`config.mk`:
```
export PLATFORM = sky130hd
export DESIGN_NAME = clipped_alpha_mask_multiply_core
export DESIGN_NICKNAME = d
export VERILOG_FILES = /design/src/rtl/cama_pkg.sv /design/src/rtl/cama_clip.sv /design/src/rtl/clipped_alpha_mask_multiply_core.sv
export SDC_FILE = /design/constraint.sdc
export NUM_CORES = 1
export LEC_CHECK = 0
export ABC_CLOCK_PERIOD_IN_PS = 6350
export BUFFER_PORTS_ARGS = -buffer_cell sky130_fd_sc_hd__buf_4
export CAP_MARGIN = 10
export CORE_UTILIZATION = 32
export CTS_BUF_LIST = sky130_fd_sc_hd__clkbuf_4
export CTS_CLUSTER_SIZE = 30
export DETAILED_ROUTE_END_ITERATION = 10
export PLACE_DENSITY = 0.51
export SLEW_MARGIN = 20
export SYNTH_ARGS = -nofsm -noshare
export SYNTH_HDL_FRONTEND = slang
export SYNTH_SLANG_ARGS = --single-unit
```
`constraint.sdc`:
```
create_clock -name aclk -period 6.35 [get_ports aclk]
set_clock_uncertainty 0.1 [all_clocks]
set_input_delay 0.3175 -clock aclk [delete_from_list [all_inputs] [get_ports aclk]]
set_output_delay 0.3175 -clock aclk [all_outputs]
set_load 0.05 [all_outputs]
```
`src/rtl/cama_pkg.sv`:
```
`default_nettype none

package cama_pkg;

    // Field widths of the pixel stream and the register file.
    localparam int ALPHA_W     = 8;
    localparam int COORD_W     = 14;
    localparam int DIM_FIELD_W = 13;
    localparam int CFG_DATA_W  = 26;
    localparam int CFG_IDX_W   = 3;
    localparam int CLEAR_W     = 9;

    // Signed width that holds every intermediate edge of the clipping math.
    localparam int CLIP_W = 17;

    // Hold-off after a register write while the clip pipeline refills.
    localparam int SETTLE_W = 3;
    localparam logic [SETTLE_W-1:0] SETTLE_CYCLES = 3'd4;

    // Reset value of the clear register (-1 keeps outside pixels).
    localparam logic signed [CLEAR_W-1:0] CLEAR_RESET = '1;

    // Register indexes on the configuration port.
    typedef enum logic [CFG_IDX_W-1:0] {
        REG_DST_X       = 3'd0,
        REG_DST_Y       = 3'd1,
        REG_SRC_X       = 3'd2,
        REG_SRC_Y       = 3'd3,
        REG_RECT_SIZE   = 3'd4,
        REG_SRC_DIMS    = 3'd5,
        REG_DST_DIMS    = 3'd6,
        REG_CLEAR_VALUE = 3'd7
    } cfg_index_t;

    // Contents of the register file.
    typedef struct packed {
        logic signed [COORD_W-1:0] dst_x;
        logic signed [COORD_W-1:0] dst_y;
        logic signed [COORD_W-1:0] src_x;
        logic signed [COORD_W-1:0] src_y;
        logic [CFG_DATA_W-1:0]     rect_size;
        logic [CFG_DATA_W-1:0]     src_dims;
        logic [CFG_DATA_W-1:0]     dst_dims;
        logic signed [CLEAR_W-1:0] clear_value;
    } cfg_t;

    // Clipped rectangle in destination coordinates, half-open bounds.
    typedef struct packed {
        logic signed [CLIP_W-1:0] x_lo;
        logic signed [CLIP_W-1:0] x_hi;
        logic signed [CLIP_W-1:0] y_lo;
        logic signed [CLIP_W-1:0] y_hi;
        logic                     active;
        logic                     hit_ok;
    } clip_rect_t;

endpackage

`default_nettype wire

```
`src/rtl/cama_clip.sv`:
```
`default_nettype none

module cama_clip #(
    parameter int MAX_DIM = 4096,
    localparam int DW = $clog2(MAX_DIM + 1),
    localparam int CW = $clog2(MAX_DIM)
) (
    input  wire logic                  aclk,
    input  wire cama_pkg::cfg_t        cfg,
    output cama_pkg::clip_rect_t       rect,
    output logic [CW-1:0]              col_last,
    output logic [CW-1:0]              row_last
);
    import cama_pkg::*;

    // Image dimensions above MAX_DIM are taken as MAX_DIM.
    function automatic logic [DW-1:0] clamp_dim(input logic [DIM_FIELD_W-1:0] f);
        logic [DW-1:0] res;
        if (32'(f) > 32'(MAX_DIM)) begin
            res = DW'(MAX_DIM);
        end else begin
            res = DW'(f);
        end
        return res;
    endfunction

    // The last raster index; a zero dimension counts as one pixel.
    function automatic logic [CW-1:0] last_index(input logic [DW-1:0] d);
        logic [CW-1:0] res;
        if (d == '0) begin
            res = '0;
        end else begin
            res = CW'(d - DW'(1));
        end
        return res;
    endfunction

    logic signed [CLIP_W-1:0] dx, dy, sx, sy, w, h;
    logic [DW-1:0]            siw, sih, diw, dih;

    logic signed [CLIP_W-1:0] s1_dx_reg, s1_dy_reg, s1_dsx_reg, s1_dsy_reg;
    logic signed [CLIP_W-1:0] s1_dxw_reg, s1_dyh_reg;
    logic signed [CLIP_W-1:0] s1_siw_reg, s1_sih_reg, s1_diw_reg, s1_dih_reg;
    logic                     s1_active_reg;
    logic [CW-1:0]            col_last_reg, row_last_reg;

    logic signed [CLIP_W-1:0] s2_lo_x_next, s2_hi_x_next, s2_lo_y_next, s2_hi_y_next;
    logic signed [CLIP_W-1:0] s2_lo_x_reg, s2_hi_x_reg, s2_lo_y_reg, s2_hi_y_reg;
    logic signed [CLIP_W-1:0] s2_diw_reg, s2_dih_reg;
    logic                     s2_active_reg;

    logic signed [CLIP_W-1:0] s3_lo_x_next, s3_hi_x_next, s3_lo_y_next, s3_hi_y_next;
    logic signed [CLIP_W-1:0] s3_lo_x_reg, s3_hi_x_reg, s3_lo_y_reg, s3_hi_y_reg;
    logic                     s3_active_reg;

    clip_rect_t               rect_next, rect_reg;

    // Stage one: widen the fields and clamp the image sizes.
    always_comb begin
        dx  = CLIP_W'(cfg.dst_x);
        dy  = CLIP_W'(cfg.dst_y);
        sx  = CLIP_W'(cfg.src_x);
        sy  = CLIP_W'(cfg.src_y);
        w   = signed'(CLIP_W'(cfg.rect_size[DIM_FIELD_W-1:0]));
        h   = signed'(CLIP_W'(cfg.rect_size[2*DIM_FIELD_W-1:DIM_FIELD_W]));
        siw = clamp_dim(cfg.src_dims[DIM_FIELD_W-1:0]);
        sih = clamp_dim(cfg.src_dims[2*DIM_FIELD_W-1:DIM_FIELD_W]);
        diw = clamp_dim(cfg.dst_dims[DIM_FIELD_W-1:0]);
        dih = clamp_dim(cfg.dst_dims[2*DIM_FIELD_W-1:DIM_FIELD_W]);
    end

    always_ff @(posedge aclk) begin
        s1_dx_reg     <= dx;
        s1_dy_reg     <= dy;
        s1_dsx_reg    <= dx - sx;
        s1_dsy_reg    <= dy - sy;
        s1_dxw_reg    <= dx + w;
        s1_dyh_reg    <= dy + h;
        s1_siw_reg    <= signed'(CLIP_W'(siw));
        s1_sih_reg    <= signed'(CLIP_W'(sih));
        s1_diw_reg    <= signed'(CLIP_W'(diw));
        s1_dih_reg    <= signed'(CLIP_W'(dih));
        s1_active_reg <= (w != '0) && (h != '0);
        col_last_reg  <= last_index(diw);
        row_last_reg  <= last_index(dih);
    end

    // Stage two: the rectangle's span limited by the source image, in
    // destination coordinates.
    always_comb begin
        s2_lo_x_next = (s1_dsx_reg > s1_dx_reg) ? s1_dsx_reg : s1_dx_reg;
        s2_lo_y_next = (s1_dsy_reg > s1_dy_reg) ? s1_dsy_reg : s1_dy_reg;
        s2_hi_x_next = (s1_dsx_reg + s1_siw_reg < s1_dxw_reg) ?
                       s1_dsx_reg + s1_siw_reg : s1_dxw_reg;
        s2_hi_y_next = (s1_dsy_reg + s1_sih_reg < s1_dyh_reg) ?
                       s1_dsy_reg + s1_sih_reg : s1_dyh_reg;
    end

    always_ff @(posedge aclk) begin
        s2_lo_x_reg   <= s2_lo_x_next;
        s2_hi_x_reg   <= s2_hi_x_next;
        s2_lo_y_reg   <= s2_lo_y_next;
        s2_hi_y_reg   <= s2_hi_y_next;
        s2_diw_reg    <= s1_diw_reg;
        s2_dih_reg    <= s1_dih_reg;
        s2_active_reg <= s1_active_reg;
    end

    // Stage three: limit the span by the destination image.
    always_comb begin
        s3_lo_x_next = s2_lo_x_reg[CLIP_W-1] ? '0 : s2_lo_x_reg;
        s3_lo_y_next = s2_lo_y_reg[CLIP_W-1] ? '0 : s2_lo_y_reg;
        s3_hi_x_next = (s2_diw_reg < s2_hi_x_reg) ? s2_diw_reg : s2_hi_x_reg;
        s3_hi_y_next = (s2_dih_reg < s2_hi_y_reg) ? s2_dih_reg : s2_hi_y_reg;
    end

    always_ff @(posedge aclk) begin
        s3_lo_x_reg   <= s3_lo_x_next;
        s3_hi_x_reg   <= s3_hi_x_next;
        s3_lo_y_reg   <= s3_lo_y_next;
        s3_hi_y_reg   <= s3_hi_y_next;
        s3_active_reg <= s2_active_reg;
    end

    // Stage four: an empty span in either axis leaves no pixel inside.
    always_comb begin
        rect_next.x_lo   = s3_lo_x_reg;
        rect_next.x_hi   = s3_hi_x_reg;
        rect_next.y_lo   = s3_lo_y_reg;
        rect_next.y_hi   = s3_hi_y_reg;
        rect_next.active = s3_active_reg;
        rect_next.hit_ok = s3_active_reg && (s3_hi_x_reg > s3_lo_x_reg) &&
                           (s3_hi_y_reg > s3_lo_y_reg);
    end

    always_ff @(posedge aclk) begin
        rect_reg <= rect_next;
    end

    assign rect     = rect_reg;
    assign col_last = col_last_reg;
    assign row_last = row_last_reg;

endmodule

`default_nettype wire

```
`src/rtl/clipped_alpha_mask_multiply_core.sv`:
```
`default_nettype none

// Clipped alpha mask multiply. Destination pixels stream in raster order, one
// transaction per pixel, with the source alpha already fetched for the mapped
// position; the block tracks the raster position itself and flags the last
// pixel of each destination frame. Pixels inside the clipped rectangle get
// dst*src/255 (rounded as (n + (n >> 7)) >> 8); pixels outside get the clear
// value, or pass unchanged when it is negative; a zero rectangle width or
// height passes everything. The block accepts one pixel per cycle whenever
// s_ready is high (not during the hold-off, nor while the results stall), and
// delivers each result through an input register and a result register. The
// clipped rectangle is computed from the registers by a four-stage pipeline,
// so after reset and every register write the input waits until it settles.
module clipped_alpha_mask_multiply_core #(
    parameter int MAX_DIM = 4096
) (
    input  wire logic                                aclk,
    input  wire logic                                aresetn,

    input  wire logic                                cfg_wr_en,
    input  wire logic [cama_pkg::CFG_IDX_W-1:0]      cfg_wr_index,
    input  wire logic [cama_pkg::CFG_DATA_W-1:0]     cfg_wr_data,

    input  wire logic                                s_valid,
    output logic                                     s_ready,
    input  wire logic [cama_pkg::ALPHA_W-1:0]        s_dst_alpha,
    input  wire logic [cama_pkg::ALPHA_W-1:0]        s_src_alpha,

    output logic                                     m_valid,
    input  wire logic                                m_ready,
    output logic [cama_pkg::ALPHA_W-1:0]             m_alpha_out,
    output logic                                     m_inside_res,
    output logic                                     m_frame_end
);
    import cama_pkg::*;

    localparam int CW = $clog2(MAX_DIM);

    // Register file after reset: everything zero except the clear value.
    localparam cfg_t CFG_RESET = cfg_t'({($bits(cfg_t) - CLEAR_W)'(0), CLEAR_RESET});

    cfg_t                     cfg_reg, cfg_next;
    logic [SETTLE_W-1:0]      settle_cnt_reg, settle_cnt_next;

    clip_rect_t               rect;
    logic [CW-1:0]            col_last, row_last;

    logic [CW-1:0]            col_reg, col_next, row_reg, row_next;
    logic                     col_wrap, row_wrap;

    logic                     accept, advance;
    logic                     in_valid_reg, in_valid_next;
    logic [ALPHA_W-1:0]       in_dst_reg, in_src_reg;
    logic [CW-1:0]            in_col_reg, in_row_reg;
    logic                     in_last_reg;

    logic [2*ALPHA_W-1:0]     product;
    logic [2*ALPHA_W:0]       scaled_sum;
    logic signed [CLIP_W-1:0] pix_x, pix_y;
    logic                     pix_in_rect;
    logic [ALPHA_W-1:0]       alpha_result;

    logic                     out_valid_reg, out_valid_next;
    logic [ALPHA_W-1:0]       out_alpha_reg;
    logic                     out_inside_reg, out_last_reg;

    // Register file writes.
    always_comb begin
        cfg_next = cfg_reg;
        if (cfg_wr_en) begin
            case (cfg_index_t'(cfg_wr_index))
                REG_DST_X:       cfg_next.dst_x       = cfg_wr_data[COORD_W-1:0];
                REG_DST_Y:       cfg_next.dst_y       = cfg_wr_data[COORD_W-1:0];
                REG_SRC_X:       cfg_next.src_x       = cfg_wr_data[COORD_W-1:0];
                REG_SRC_Y:       cfg_next.src_y       = cfg_wr_data[COORD_W-1:0];
                REG_RECT_SIZE:   cfg_next.rect_size   = cfg_wr_data;
                REG_SRC_DIMS:    cfg_next.src_dims    = cfg_wr_data;
                REG_DST_DIMS:    cfg_next.dst_dims    = cfg_wr_data;
                REG_CLEAR_VALUE: cfg_next.clear_value = cfg_wr_data[CLEAR_W-1:0];
                default:         cfg_next = cfg_reg;
            endcase
        end
    end

    // Hold off new pixels until the clip pipeline reflects the registers.
    always_comb begin
        if (cfg_wr_en) begin
            settle_cnt_next = SETTLE_CYCLES;
        end else if (settle_cnt_reg != '0) begin
            settle_cnt_next = settle_cnt_reg - SETTLE_W'(1);
        end else begin
            settle_cnt_next = settle_cnt_reg;
        end
    end

    always_ff @(posedge aclk) begin
        if (!aresetn) begin
            cfg_reg        <= CFG_RESET;
            settle_cnt_reg <= SETTLE_CYCLES;
        end else begin
            cfg_reg        <= cfg_next;
            settle_cnt_reg <= settle_cnt_next;
        end
    end

    cama_clip #(
        .MAX_DIM (MAX_DIM)
    ) u_clip (
        .aclk     (aclk),
        .cfg      (cfg_reg),
        .rect     (rect),
        .col_last (col_last),
        .row_last (row_last)
    );

    // Handshake: the input register moves on whenever the result register
    // is empty or being drained.
    assign advance = !out_valid_reg || m_ready;
    assign s_ready = (settle_cnt_reg == '0) && (!in_valid_reg || advance);
    assign accept  = s_valid && s_ready;

    // Raster position; an index at or past the last one wraps.
    always_comb begin
        col_wrap = (col_reg >= col_last);
        row_wrap = (row_reg >= row_last);
        col_next = col_reg;
        row_next = row_reg;
        if (accept) begin
            if (col_wrap) begin
                col_next = '0;
                if (row_wrap) begin
                    row_next = '0;
                end else begin
                    row_next = row_reg + CW'(1);
                end
            end else begin
                col_next = col_reg + CW'(1);
            end
        end
    end

    always_comb begin
        if (accept) begin
            in_valid_next = 1'b1;
        end else if (advance) begin
            in_valid_next = 1'b0;
        end else begin
            in_valid_next = in_valid_reg;
        end
    end

    always_ff @(posedge aclk) begin
        if (!aresetn) begin
            col_reg      <= '0;
            row_reg      <= '0;
            in_valid_reg <= 1'b0;
        end else begin
            col_reg      <= col_next;
            row_reg      <= row_next;
            in_valid_reg <= in_valid_next;
        end
    end

    // Input register: the pixel together with its raster position.
    always_ff @(posedge aclk) begin
        if (accept) begin
            in_dst_reg  <= s_dst_alpha;
            in_src_reg  <= s_src_alpha;
            in_col_reg  <= col_reg;
            in_row_reg  <= row_reg;
            in_last_reg <= col_wrap && row_wrap;
        end
    end

    // Pixel datapath: rectangle test, scaled product and clear selection.
    always_comb begin
        product     = in_dst_reg * in_src_reg;
        scaled_sum  = (2*ALPHA_W+1)'(product) + (2*ALPHA_W+1)'(product >> 7);
        pix_x       = signed'(CLIP_W'(in_col_reg));
        pix_y       = signed'(CLIP_W'(in_row_reg));
        pix_in_rect = rect.hit_ok &&
                      (pix_x >= rect.x_lo) && (pix_x < rect.x_hi) &&
                      (pix_y >= rect.y_lo) && (pix_y < rect.y_hi);
        if (!rect.active) begin
            alpha_result = in_dst_reg;
        end else if (pix_in_rect) begin
            alpha_result = scaled_sum[2*ALPHA_W-1:ALPHA_W];
        end else if (!cfg_reg.clear_value[CLEAR_W-1]) begin
            alpha_result = cfg_reg.clear_value[ALPHA_W-1:0];
        end else begin
            alpha_result = in_dst_reg;
        end
    end

    // Result register.
    always_comb begin
        if (advance) begin
            out_valid_next = in_valid_reg;
        end else begin
            out_valid_next = out_valid_reg;
        end
    end

    always_ff @(posedge aclk) begin
        if (!aresetn) begin
            out_valid_reg <= 1'b0;
        end else begin
            out_valid_reg <= out_valid_next;
        end
    end

    always_ff @(posedge aclk) begin
        if (advance && in_valid_reg) begin
            out_alpha_reg  <= alpha_result;
            out_inside_reg <= pix_in_rect;
            out_last_reg   <= in_last_reg;
        end
    end

    assign m_valid      = out_valid_reg;
    assign m_alpha_out  = out_alpha_reg;
    assign m_inside_res = out_inside_reg;
    assign m_frame_end  = out_last_reg;

    // No pixel is taken while the clip pipeline is still settling.
    assert property (@(posedge aclk) disable iff (!aresetn)
        (settle_cnt_reg != '0) |-> !s_ready)
        else $error("pixel accepted while clip pipeline settles");

    // A register write blocks the input on the following cycle.
    assert property (@(posedge aclk) disable iff (!aresetn)
        cfg_wr_en |=> !s_ready)
        else $error("input not held off after register write");

    // The row only moves when the column wraps.
    assert property (@(posedge aclk) disable iff (!aresetn)
        (accept && !col_wrap) |=> $stable(row_reg))
        else $error("row advanced without column wrap");

    // A pixel in the input register is never dropped while stalled.
    assert property (@(posedge aclk) disable iff (!aresetn)
        (in_valid_reg && !advance) |=> in_valid_reg)
        else $error("stalled pixel lost from input register");

endmodule

`default_nettype wire
```
==> flow_summary.toml, run 1 <==
[run_status]
status = "finished, final reports clean"

[timing]
post-route-period-util_pct = 96.29
setup_viol = 0
whs_ns = 0.1288
slew_viol_final = 0
fmax_mhz = 163.5
relSlewSlack_pct = 29.12
hold_violations = 0
fin_crit_ns = 6.115
worst_pin_slew_ns = 1.059

[logic_synthesis]
seq_area_frac_synth_pct = 43.70
yosysMostFrequentCell = "dfxtp_1"
synth_edf_count = 51
synth_top_area_share_pct = 38.44
synth.avg_cell_area_sq_um = 9.736
synth_seq_cells = 610
yosysTopAreaCell = "dfxtp_1"
synth_ff_type = "dfxtp_1"
netlist_area_sq_mm = 0.02911
yosys-top-cells-count = "dfxtp_1, nand2_1, ha_1"
synth_warnings = 0
syn_inst = 2990
async_reset_ff_share_pct = 0
synth_cell_type_count = 76
ys_top_cells_by_area = "dfxtp_1, ha_1, edfxtp_1"

[global_routing]
grt_max_degree = 65
antenna_found_initial = 3
grt.overflow.total = 0
grt.total_usage_pct = 16.18
grt_pass1_wl_mm = 116.8
grt_pass1_vias = 21172

[pwr]
total_power_mw = 10.63
p_sw_mw = 3.279
powerDensity_mw_per_mm2 = 309.0
seq_power_share_pct = 43.0
leakage_nw = 14.53
switching_share_pct = 30.84
peakVddDrop_v = 0.0001437
clock_power_share_pct = 32.2
combPwrFrac_pct = 24.8
power.internal_mw = 7.354

[detailed_routing]
wl_per_cell_um = 16.17
via_per_inst = 4.558
drt_first_pass_iters = 5
wirelength_mm = 74.19
drt_iter0_markers = 912
ant_nets = 0
drc_errors = 0
vias = 20914

[clock_tree]
clkSinkCount = 610
cts_buffers = 163
clock_path_buffers = 3
cts.root.buffer_cell = "clkbuf_4"
htreeDepth = 4
cts_tree = "built"
clk_pin_slew_ns = 0.07
insertion_delay_ns = 0.98

[critical_path]
r2r.worst_path.cells = 25
critPathCapture = "m_alpha_out[5]"
crit_path_top_delay_cell = "fa_1"
criticalPathCategory = "flip-flop to flip-flop"
r2r-start = "in_dst_reg[4]"
cp-start-kind = "flip-flop"
crit_top_cell = "fa_1"
r2r_slack_ns = 0.24
worstPathArrival_ns = 6.77
crit_fanout = 6
slowest_delay_ns = 0.53
required_ns = 7.01
startpoint = "in_dst_reg[4]"
end_kind = "flip-flop"
r2r-end = "m_alpha_out[5]"

[placed_design]
gp_congestion = 0.8489
io_buffers = 61
place_hpwl_mm = 54.74

[cells_and_area]
seq_area_sq_mm = 0.01272
multiInputGateArea_sq_mm = 0.01515
nNetsFinal = 3704
drive_gt1_share_pct = 15.31
area_growth_pct = 18.23
nFillCells = 9123
largest_register_ffs = 143

[floorplan]
die_w_um = 303.6
rows = 110
die_height_um = 303.6
dieArea_sq_mm = 0.09218
io_pins = 62
design.core.area_sq_mm = 0.09001
start_util_pct = 32.34

[hold_path]
hp-class = "input port to flip-flop"
holdPathStages = 4

[flow_run]
max_cap_violations = 0
[routing by layer]
layer  wire [um]  part of all wire [%]  GRT usage (%)
met1       36950                    50          22.06
met4        1438                   1.9          5.418
met3        2579                   3.5          3.208
met5           0                     0              0
met2       33230                    45          25.48
[cell families (layout without fill, tap and decap cells)]
group,after synthesis,count (layout),synth area share [%]
buffers and inverters,384,802,5.106
muxes,93,93,3.580
xor gates and xnor gates,119,119,3.628
other,1,5,0.01288
and+or+nand+nor,881,881,14.61
DFF,610,610,43.70
adders and majority gates,361,361,16.60
AOI/OAI and AO/OA,541,541,12.76
[stage by stage]
stage          instances  TNS [ns]  utilization [%]  instance area (sq um)  setup WS (ns)
2_1_floorplan       2991         0                -                  29110         0.4373
3_3_place_gp        4177         0            34.36                  30920        0.03065
3_5_place_dp        4177         0            34.36                  30930       0.004295
4_1_cts             4567         0            37.83                  34050        0.02350
5_1_grt             4588  -0.09589            38.24                  34420       -0.09589
6_report            4588         0            38.24                  34420         0.2355
[what timing repair did]
action	4_1_cts	5_1_grt
pin swaps	1	32
hold endpoints to repair	198	0
gates resized for setup	1	47
endpoints found under the setup margin	3	8
hold buffers	106	0
buffers inserted	3	18
[critical path, delay by kind of cell, from the launching register on]
kind | cells | cell delay (ns)
adder cells (fa/ha/maj) | 6 | 2.36
AO/OA/AOI/OAI | 7 | 1.34
AND/OR/NAND/NOR | 5 | 0.78
buffers and inverters | 5 | 0.51
flip-flops | 1 | 0.46
XOR/XNOR | 2 | 0.34
[worst min-delay path by stage]
stage,startpoint,endpoint,slack [ns]
2_1_floorplan,u_clip.s1_active_reg,u_clip.s2_active_reg,0.21
3_3_place_gp,u_clip.s1_dih_reg[1],u_clip.s2_dih_reg[1],0.21
3_5_place_dp,u_clip.s1_diw_reg[5],u_clip.s2_diw_reg[5],0.21
4_1_cts,cfg_wr_data[23],cfg_reg[84],0.0002
5_1_grt,cfg_wr_data[21],cfg_reg[82],0.03
6_report,cfg_wr_data[9],cfg_reg[96],0.13
[power by group through the flow]
stage	clock, mW	combinational, mW	sequential [mW]
CTS	3.57	2.50	4.58
detailed placement	0	2.42	4.67
global route	3.77	2.96	4.62
floorplan	0	1.87	4.52
global placement	0	2.42	4.66
finish	3.42	2.64	4.57
[cell type report]
type,instances,area share [%]
diodes,3,0.02181
clock buffers,233,5.082
clock inverters,48,0.8216
inverters,307,3.348
multi-input cells,1997,44.03
flip-flops and latches,610,36.96
well taps,1176,4.275
repair buffers,214,5.460
[placed cells by master, fill, tap and decap left out, types with 7 or more instances in the layout]
master / n
a31oi_1: 19
buf_4: 106
or3_1: 9
nor3_1: 33
dlygate4sd3_1: 106
clkinv_2: 9
xnor2_1: 74
xor2_1: 43
inv_1: 306
clkbuf_4: 233
nand4_1: 26
a31o_2: 9
fa_1: 41
a2111oi_0: 11
o21ai_0: 73
o21a_1: 38
nor4_1: 12
o211ai_1: 11
nand2b_1: 32
a21oi_1: 95
nand2_1: 364
dfxtp_1: 559
a211o_1: 7
o31a_1: 9
nor2b_1: 105
mux2_2: 89
ha_1: 312
o21ai_1: 10
a21boi_0: 136
or2_2: 11
a211oi_1: 18
and3_1: 10
nor2_1: 130
edfxtp_1: 51
clkinv_1: 30
a21o_1: 40
and2_1: 65
nand3_1: 38
(Power assumes the default switching activity.)
==> run 2, diff against run 1 <==
ABC_AREA = 1   (was unset)
==> run 2 against run 1 <==
Net effect:
- worst hold slack worse by 0.016 ns
- final area is essentially flat
- routed wire length rose by 4.8%
- sequential power up 9.2%
- maximum frequency rose by 5.4%
- synthesized area grew 1.6%
- highest routed layer is now met5
==> flow_summary.toml, run 2 <==
[logic_synthesis]
ys_top_cells_by_area = "dfxtp_1, ha_1, inv_1"
yosys-top-cells-count = "inv_1, dfxtp_1, nand2_1"
synth_xor_area_share_pct = 3.046
synth_top_family_by_area = "adder cells"
synth_warnings = 0
synth_seq_cells = 610
synthSimpleGateAreaFrac_pct = 16.17
synth_edf_count = 51
synth.avg_cell_area_sq_um = 8.212
yosysTopAreaCell = "dfxtp_1"
seq_area_frac_synth_pct = 43.01
syn_inst = 3602
synth_ff_type = "dfxtp_1"
synth_compound_area_share_pct = 11.86
netlist_area_sq_mm = 0.02958
synth_fa_ha_area_share_pct = 16.34
synth_top_area_share_pct = 37.83
synth_cell_type_count = 55
synthMuxAreaShare_pct = 0.1015
yosysMostFrequentCell = "inv_1"
async_reset_ff_share_pct = 0

[cells_and_area]
area_growth_pct = 16.25
drive_gt1_share_pct = 9.807
layout_commonest_cell = "inv_1"
final_cell_mix = "inv_1, dfxtp_1, nand2_1"
largest_register_ffs = 143
postLayoutCellArea_sq_mm = 0.03439
nNetsFinal = 4275
fin_util_pct = 37.51

[timing]
rsz0062_at_grt = "false"
hold_violations = 0
relSlewSlack_pct = 32.29
post-route-period-util_pct = 91.36
setup_viol = 0
worst_pin_slew_ns = 1.013
finalSetupTns_ns = 0
fmax_mhz = 172.4
fin_crit_ns = 5.801
slew_viol_final = 0

[placed_design]
dpl_cell_area_sq_mm = 0.03127
gp_congestion = 0.8369
place_hpwl_mm = 59.48
io_buffers = 61

[detailed_routing]
ant_nets = 0
wl_per_cell_um = 15.01
drt_iter0_markers = 1111
drc_errors = 0
via_per_inst = 4.479
drt_first_pass_iters = 7
wirelength_mm = 77.72
vias = 23186

[clock_tree]
htreeDepth = 4
clkSinkCount = 610
cts.root.buffer_cell = "clkbuf_4"
cts_tree = "built"
insertion_delay_ns = 1.04
clock_path_buffers = 3
clk_pin_slew_ns = 0.07
cts_buffers = 161

[pwr]
p_sw_mw = 4.285
peakVddDrop_v = 0.0001761
seq_power_share_pct = 42.3
switching_share_pct = 36.37
powerDensity_mw_per_mm2 = 342.6
leakage_nw = 16.49
combPwrFrac_pct = 29.4
clock_power_share_pct = 28.3
power.internal_mw = 7.497

[floorplan]
design.core.area_sq_mm = 0.09166
die_height_um = 306.0
rows = 111
dieArea_sq_mm = 0.09366
start_util_pct = 32.27
io_pins = 62
die_w_um = 306.0

[critical_path]
crit_path_top_delay_cell = "fa_1"
cp.buffers_inverters = 4
crit_fanout = 6
cp-start-kind = "flip-flop"
end_kind = "flip-flop"
required_ns = 7.13
criticalPathCategory = "flip-flop to flip-flop"
slowest_delay_ns = 0.55
cp_top_family = "adder cells"
worstPathArrival_ns = 6.58
crit_top_cell = "nand2_1"

[run_status]
status = "finished, final reports clean"

[flow_run]
max_cap_violations = 0

[hold_path]
hp-class = "input port to flip-flop"

[global_routing]
grt_pass1_wl_mm = 122.3
antenna_found_initial = 7
grt_max_degree = 111
grt.total_usage_pct = 16.70
grt.overflow.total = 0
grt_pass1_vias = 22777
[run 2: cell types whose count changed in the layout (fill, tap and decap cells not counted), sizes merged, moves of 136 or more]
cell / change
nor2: +223
o21ai: +177
a21oi: +219
inv: +348
a21boi: -136
nand2: +162
[run 2: tightest hold or removal path, stage by stage]
cell and delay, ns:
dlygate4sd3_1 0.52, buf_4 0.18, nor2_1 0.06, nor2_1 0.09
[run 2: per-stage QoR]
step / total power, mW / cells / setup WS, ns / hold slack, ns
finish: 11.78 / 5177 / 0.5489 / 0.1129
detailed placement: 8.468 / 4774 / 0.1824 / 0.2132
global placement: 8.449 / 4774 / 0.2476 / 0.2122
floorplan: 7.444 / 3603 / 0.6298 / 0.2096
global route: 12.78 / 5176 / 0.06921 / 0.04552
CTS: 11.93 / 5153 / 0.1723 / 0.003932
[run 2: cell type report]
| class | count | area (sq um) |
|---|---|---|
| clock buffers | 219 | 1644 |
| well taps | 1186 | 1484 |
| repair buffers | 187 | 1637 |
| multi-input cells | 2253 | 14110 |
| diodes | 4 | 10.01 |
| fillers | 9662 | 57280 |
| flip-flops and latches | 610 | 12720 |
| inverters | 651 | 2445 |
| clock inverters | 67 | 337.8 |
[run 2: final timing paths]
path / startpoint / endpoint / slack, ns / depth (start not counted)
max reg2reg: in_src_reg[2] / m_alpha_out[5] / 0.55 / 28
max: in_src_reg[2] / m_alpha_out[5] / 0.55 / 28
min reg2reg: u_clip.s1_diw_reg[2] / u_clip.s2_diw_reg[2] / 0.20 / 0
min: cfg_wr_data[12] / cfg_reg[127] / 0.11 / 4
[run 2: logic make-up (layout without fill, tap and decap cells)]
group | count (synthesis) | in the layout
and+or+nand+nor | 1126 | 1126
adders and majority gates | 361 | 361
AOI/OAI and AO/OA | 659 | 659
buffers and inverters | 740 | 1124
muxes | 3 | 3
other | 1 | 6
DFF | 610 | 610
xor gates and xnor gates | 102 | 102
[run 2: repair_timing]
item                                    4_1_cts  5_1_grt
hold buffers                                 93        0
setup buffers                                 0       20
endpoints found under the setup margin        0        4
endpoints found under the hold margin       194        0
resized for setup                             0        7
[run 2: power groups by stage]
stage	sequential (mW)	clock, mW	combinational [mW]
floorplan	4.85	0	2.59
global placement	5.08	0	3.37
detailed placement	5.09	0	3.38
CTS	5.00	3.47	3.45
global route	5.06	3.69	4.04
finish	4.99	3.34	3.46
[run 2: routing by layer]
layer / part of all wire [%] / wire length (um) / GRT usage, %
met5: 0.087 / 68 / 0.4134
met4: 2.4 / 1866 / 6.065
met3: 4.1 / 3204 / 2.952
met2: 46 / 35450 / 27.07
met1: 48 / 37120 / 22.12
